<file path="config.mk">
export PLATFORM = sky130hd
export DESIGN_NAME = stop_and_wait_arq_sender
export DESIGN_NICKNAME = d
export VERILOG_FILES = /design/src/rtl/saw_pkg.sv /design/src/rtl/stop_and_wait_arq_sender.sv /design/src/rtl/saw_ram.sv /design/src/rtl/saw_core.sv
export SDC_FILE = /design/constraint.sdc
export NUM_CORES = 1
export LEC_CHECK = 0
export ABC_AREA = 1
export ABC_CLOCK_PERIOD_IN_PS = 6330
export CAP_MARGIN = 20
export CORE_MARGIN = 5
export CORE_UTILIZATION = 30
export DETAILED_ROUTE_END_ITERATION = 8
export DONT_BUFFER_PORTS = 1
export SYNTH_ARGS = -nofsm -noshare
export SYNTH_HDL_FRONTEND = slang
export SYNTH_SLANG_ARGS = --single-unit
</file>
<file path="constraint.sdc">
create_clock -name clk -period 6.33 [get_ports clk]
set_input_delay 1.266 -clock clk [delete_from_list [all_inputs] [get_ports clk]]
set_output_delay 1.266 -clock clk [all_outputs]
set_load 0.05 [all_outputs]
</file>
<file path="src/rtl/saw_pkg.sv">
// Shared types and constants for the stop-and-wait ARQ sender.
// Holds the item and result word structs, event codes and state encodings.
// No dependencies.
`timescale 1ns / 1ps

package saw_pkg;

  localparam int DATA_WIDTH_DEF  = 32;
  localparam int QUEUE_DEPTH_DEF = 16;
  localparam int PKT_W           = 32;
  localparam int QCNT_W          = 5;

  // Event codes carried in func
  localparam logic [1:0] FUNC_NEW_PKT  = 2'd0;
  localparam logic [1:0] FUNC_TX_DONE  = 2'd1;
  localparam logic [1:0] FUNC_FEEDBACK = 2'd2;

  // Feedback frame kinds
  localparam logic [1:0] FB_ACK  = 2'd1;
  localparam logic [1:0] FB_NACK = 2'd2;

  // Encoded state as reported in the result word
  localparam logic [1:0] REP_IDLE    = 2'd0;
  localparam logic [1:0] REP_SENDING = 2'd1;
  localparam logic [1:0] REP_WAIT    = 2'd2;

  typedef enum logic [2:0] {
    ST_IDLE    = 3'b001,
    ST_SENDING = 3'b010,
    ST_WAIT    = 3'b100
  } sender_state_t;

  typedef struct packed {
    logic [1:0]       func;
    logic [1:0]       frame_type;
    logic [PKT_W-1:0] packet_data;
  } item_t;

  typedef struct packed {
    logic              send_valid;
    logic [PKT_W-1:0]  send_data;
    logic [1:0]        fsm_state;
    logic [QCNT_W-1:0] queued_count;
    logic              overflow;
  } result_t;

endpackage

</file>
<file path="src/rtl/stop_and_wait_arq_sender.sv">
// Top level of the stop-and-wait ARQ sender: input register, core, result
// register. Depends on saw_pkg and saw_core.
//
// Usage:
//   item channel   (item_valid / item_ready / item): one event word per
//     handshake: new packet, transmit done, or feedback frame (ACK/NACK).
//   result channel (result_valid / result_ready / result): exactly one
//     result word per event: whether a packet goes on the link and which
//     word, the state after the event, the queue fill and a drop flag.
// Path: a word accepted is held in the input register, the core applies it
//   and its result is captured in the result register.
// Throughput: one event per cycle, sustained while results are taken. The
//   event is applied combinationally between the input register and the
//   result register; the queue is a RAM with registered read that is prefetched at the head.
// Reset (rst, synchronous): machine idle, no held packet, queue empty,
//   both registers empty. Queue RAM contents are not cleared.
// Receiver stall: the result register holds its word and the input
//   register takes one more event; after that item_ready drops until the
//   result is taken.
`timescale 1ns / 1ps

module stop_and_wait_arq_sender import saw_pkg::*; #(
  parameter int DATA_WIDTH  = DATA_WIDTH_DEF,
  parameter int QUEUE_DEPTH = QUEUE_DEPTH_DEF
) (
  input  logic    clk,
  input  logic    rst,
  input  logic    item_valid,
  output logic    item_ready,
  input  item_t   item,
  output logic    result_valid,
  input  logic    result_ready,
  output result_t result
);

  logic    s1_valid;
  item_t   s1_item;
  logic    advance;
  result_t core_res;

  // Event leaves the input register when the result slot is free or freeing
  assign advance    = s1_valid && (!result_valid || result_ready);
  assign item_ready = !s1_valid || advance;

  always_ff @(posedge clk) begin
    if (rst) begin
      s1_valid <= 1'b0;
    end else if (item_ready) begin
      s1_valid <= item_valid;
    end
  end

  always_ff @(posedge clk) begin
    if (item_ready && item_valid) begin
      s1_item <= item;
    end
  end

  saw_core #(
    .DATA_WIDTH  (DATA_WIDTH),
    .QUEUE_DEPTH (QUEUE_DEPTH)
  ) u_core (
    .clk  (clk),
    .rst  (rst),
    .step (advance),
    .item (s1_item),
    .res  (core_res)
  );

  always_ff @(posedge clk) begin
    if (rst) begin
      result_valid <= 1'b0;
    end else if (advance) begin
      result_valid <= 1'b1;
    end else if (result_ready) begin
      result_valid <= 1'b0;
    end
  end

  always_ff @(posedge clk) begin
    if (advance) begin
      result <= core_res;
    end
  end

endmodule

</file>
<file path="src/rtl/saw_ram.sv">
// Generic single-write, single-read RAM with registered read data.
// No dependencies.
`timescale 1ns / 1ps

module saw_ram #(
  parameter int WIDTH = 32,
  parameter int DEPTH = 16
) (
  input  logic                     clk,
  input  logic                     wr_en,
  input  logic [$clog2(DEPTH)-1:0] wr_addr,
  input  logic [WIDTH-1:0]         wr_data,
  input  logic [$clog2(DEPTH)-1:0] rd_addr,
  output logic [WIDTH-1:0]         rd_data
);

  logic [WIDTH-1:0] mem [DEPTH];

  always_ff @(posedge clk) begin
    if (wr_en) begin
      mem[wr_addr] <= wr_data;
    end
    rd_data <= mem[rd_addr];
  end

endmodule

</file>
<file path="src/rtl/saw_core.sv">
// Sender state machine, held packet and wait queue control.
// Depends on saw_pkg and saw_ram; one event is applied per step.
`timescale 1ns / 1ps

module saw_core import saw_pkg::*; #(
  parameter int DATA_WIDTH  = DATA_WIDTH_DEF,
  parameter int QUEUE_DEPTH = QUEUE_DEPTH_DEF
) (
  input  logic    clk,
  input  logic    rst,
  input  logic    step,
  input  item_t   item,
  output result_t res
);

  localparam int PTR_W = $clog2(QUEUE_DEPTH);
  localparam int CNT_W = $clog2(QUEUE_DEPTH + 1);

  sender_state_t          state, state_next;
  logic [DATA_WIDTH-1:0]  held, held_next;
  logic                   held_valid, held_valid_next;
  logic [PTR_W-1:0]       head, head_next, tail;
  logic [CNT_W-1:0]       count, count_next;
  logic [DATA_WIDTH-1:0]  head_byp;
  logic                   use_byp;
  logic [DATA_WIDTH-1:0]  ram_rd;
  logic [DATA_WIDTH-1:0]  head_data;
  logic [DATA_WIDTH-1:0]  word;
  logic [DATA_WIDTH-1:0]  sent;
  logic                   send, drop, push, pop, full, wr_en;

  function automatic logic [PTR_W-1:0] ptr_inc(input logic [PTR_W-1:0] p);
    ptr_inc = (p == PTR_W'(QUEUE_DEPTH - 1)) ? '0 : p + 1'b1;
  endfunction

  assign word      = DATA_WIDTH'(item.packet_data);
  assign full      = (count == CNT_W'(QUEUE_DEPTH));
  assign head_data = use_byp ? head_byp : ram_rd;

  always_comb begin
    state_next      = state;
    held_next       = held;
    held_valid_next = held_valid;
    send            = 1'b0;
    drop            = 1'b0;
    push            = 1'b0;
    pop             = 1'b0;
    sent            = held;
    case (item.func)
      FUNC_NEW_PKT: begin
        if (state == ST_IDLE) begin
          held_next       = word;
          held_valid_next = 1'b1;
          send            = 1'b1;
          sent            = word;
        end else if (!full) begin
          push = 1'b1;
        end else begin
          drop = 1'b1;
        end
      end
      FUNC_TX_DONE: state_next = ST_WAIT;
      FUNC_FEEDBACK: begin
        if (item.frame_type == FB_ACK) begin
          if (count == '0) begin
            state_next = ST_IDLE;
          end else begin
            pop             = 1'b1;
            held_next       = head_data;
            held_valid_next = 1'b1;
            send            = 1'b1;
            sent            = head_data;
          end
        end else if (item.frame_type == FB_NACK) begin
          send = held_valid;
        end
      end
      default: ;
    endcase
    if (send) begin
      state_next = ST_SENDING;
    end
  end

  always_comb begin
    count_next = count;
    if (push) begin
      count_next = count + 1'b1;
    end else if (pop) begin
      count_next = count - 1'b1;
    end
  end

  // RAM read address tracks the head after this step; registered read
  // then shows the new head next cycle.
  assign head_next = (step && pop) ? ptr_inc(head) : head;
  assign wr_en     = step && push;

  saw_ram #(
    .WIDTH (DATA_WIDTH),
    .DEPTH (QUEUE_DEPTH)
  ) u_ram (
    .clk     (clk),
    .wr_en   (wr_en),
    .wr_addr (tail),
    .wr_data (word),
    .rd_addr (head_next),
    .rd_data (ram_rd)
  );

  always_ff @(posedge clk) begin
    if (rst) begin
      state      <= ST_IDLE;
      held_valid <= 1'b0;
      head       <= '0;
      tail       <= '0;
      count      <= '0;
      use_byp    <= 1'b0;
    end else begin
      // write landing on the address being read: forward it
      use_byp <= wr_en && (tail == head_next);
      if (step) begin
        state      <= state_next;
        held_valid <= held_valid_next;
        head       <= head_next;
        count      <= count_next;
        if (push) begin
          tail <= ptr_inc(tail);
        end
      end
    end
  end

  always_ff @(posedge clk) begin
    if (rst) begin
      held <= '0;
    end else if (step) begin
      held <= held_next;
    end
    head_byp <= word;
  end

  always_comb begin
    res.send_valid   = send;
    res.send_data    = send ? PKT_W'(sent) : '0;
    res.queued_count = QCNT_W'(count_next);
    res.overflow     = drop;
    unique case (state_next)
      ST_IDLE:    res.fsm_state = REP_IDLE;
      ST_SENDING: res.fsm_state = REP_SENDING;
      ST_WAIT:    res.fsm_state = REP_WAIT;
      default:    res.fsm_state = REP_IDLE;
    endcase
  end

endmodule

</file>
==> out/metrics.yaml <==
status: "finished, final reports clean"
grt_use_total: 0.146
grt_pass1_wl_mm: 115
fin_skew_ns: 0.0278
clock_latency_ns: 0.62
p_clk_frac: 0.441
netSwitchingFraction: 0.214
post_synth_inst_count: 2838
start_util: 0.302
grt_max_degree: 131
final.min_clock_period_ns: 3.54
ir_drop_uv: 152
finalSetupTns_ns: 0
ys_types: 32
crit_arrival_ns: 3.82
hold_path_class: "reg2reg"
die_h_um: 322
critPathCaptureType: "register"
cp.required_ns: 6.61
finalNetCount: 2865
post-route-util: 0.343
worst_setup_path_start_kind: "register"
initialDrtViolationCount: 2032
cts_sinks: 705
finalWeightedCongestion: 0.784
rows: 114
synth_top_flop_cell: "edfxtp_1"
cts_tree: "built"
boundaryPins: 83
power.switching_uw: 2100
antenna_found_initial: 8
cts_resized: 0
coreArea_um2: 96900
yosysSeqAreaShare: 0.683
synth_top_area_share: 0.604
setup_viol: 0
grt_pass1_vias: 18200
area_growth_pct: 13.6
dieArea_um2: 104000
cts-buffers-inserted: 74
power_density_nw_per_um2: 295
clockBufferDepth: 3
drive_above_1_share: 0.0637
yosysMostFrequentCell: "nand2_1"
setup_ws_ns: 2.79
viasPerCell: 4.63
yosys_warnings: 0
netlist_area_um2: 29300
dpl.cell_count: 4013
pwr-share-comb: 0.026
yosys-top-cells-area: "edfxtp_1 60%, nand3_1 9.0%, dfxtp_1 7.9%, nand2_1 7.7%, inv_1 7.1%"
fmax_mhz: 283
yosys_register_bits: 705
drtAntennaViolNets: 0
preCtsSetupSlack_ns: 2.20
p_int_uw: 7710
clkTransAtPathRegs_ns: 0.06
cellLeakagePower_uw: 0.0135
crit_type: "reg2reg"
htree_levels: 3
rsz0062_at_grt: "no"
period_share: 0.559
fillers: 9463
port_buffers: 0
finalHoldViolCount: 0
dpl.hpwl_mm: 40.8
cap_violations: 0
postCtsSetupBuffers: 0
cts_hold_buf: 0
fin_cells: 4153
synthesis.nets: 2889
cp_max_fo: 19
globalRoute.totalOverflow: 0
synth_edf_count: 589
tightest_slew_ns: 1.10
holdWs_ns: 0.446
relSlewSlack: 0.266
yosys-top-cells-count: "598 x nand2_1, 589 x edfxtp_1, 556 x inv_1"
drc_errors: 0
vias: 19200
wl_mm: 77.0
maxSlewViolCount: 0
die-width_um: 322
cts_root_buffer: "clkbuf_16"
first_pass_iters: 6
wl_per_cell_um: 18.5
power_frac_seq: 0.533
synth_top_area_cell: "edfxtp_1"
synth.avg_cell_area_um2: 10.3
async_reset_ff_frac: 0
## path summary, 6_finish.rpt
kind                     startpoint                       end  slack [ns]  cells past startpoint
setup / recovery        s1_item[35]  u_core.u_ram.mem[11][14]        2.79                     11
hold / removal    u_core.held_valid         u_core.held_valid        0.45                      2
setup reg to reg        s1_item[35]  u_core.u_ram.mem[11][14]        2.79                     11
hold reg to reg   u_core.held_valid         u_core.held_valid        0.45                      2
## flip-flops by register name, summed over array words and instances (netlist names), 4 cells and up
register              cells
s1_item                  36
u_core.u_ram.rd_data     32
u_core.u_ram.mem        512
u_core.tail               4
u_core.head_byp          32
u_core.head               4
result                   41
u_core.held              32
u_core.count              5
## stage by stage
stage | area, um^2 | total power (uW)
6_report | 33300 | 9810
5_1_grt | 33200 | 10100
4_1_cts | 33200 | 9900
3_5_place_dp | 30800 | 5580
3_3_place_gp | 30800 | 5570
2_1_floorplan | 29300 | 5460
## layout by cell type (no fill, tap or decap), types with 17 or more instances in the layout
cell type / n
buf_4: 31
o21ai_0: 49
clkbuf_1: 26
clkbuf_16: 78
dfxtp_1: 116
nand3_1: 527
o31ai_1: 21
inv_1: 553
a21oi_1: 79
nor2_1: 100
nor2_4: 17
edfxtp_1: 589
nand2_1: 596
## routing by layer
metal | share of wire | track usage | up-vias
met5 | 0.00051 | 0 | -
li1 | - | - | 9207
met4 | 0.020 | 0.0415 | 6
met1 | 0.44 | 0.202 | 9163
met2 | 0.46 | 0.233 | 722
met3 | 0.084 | 0.0314 | 122
## cell families (layout without fill, tap and decap cells)
group | count (synthesis) | in the layout | share of synthesized area
other | 0 | 4 | 0
adders and majority gates | 11 | 11 | 0.00470
and+or+nand+nor | 1261 | 1261 | 0.187
DFF | 705 | 705 | 0.683
buffers and inverters | 699 | 734 | 0.0939
AOI/OAI and AO/OA | 155 | 155 | 0.0288
xor gates and xnor gates | 7 | 7 | 0.00209
## critical path: stages (launching register included)
cell and delay (ns):
edfxtp_1 0.42, inv_1 0.10, ha_1 0.19, nand2_1 0.09, inv_1 0.10, nand2_1 0.16, nor2_1 0.35, inv_1 0.24
nor2_1 0.21, nand2_1 0.18, nor2_4 0.71, buf_4 0.41
## power groups by stage
| stage | logic (uW) | clock network, uW | registers (uW) |
|---|---|---|---|
| global route | 285 | 4600 | 5230 |
| finish | 256 | 4330 | 5230 |
| floorplan | 170 | 0 | 5290 |
| global placement | 244 | 0 | 5320 |
| CTS | 253 | 4420 | 5230 |
| detailed placement | 252 | 0 | 5320 |
## area by class of cell
cell class	instances	area, um^2	share of cell area
timing repair buffer	40	428	0.0129
inverter	559	2100	0.0631
sequential	705	20000	0.602
clock buffer	110	2130	0.0641
multi-input combinational	1434	6710	0.202
antenna	4	10.0	0.000301
tap	1276	1600	0.0480
clock inverter	25	274	0.00824
(Power assumes the default switching activity.)
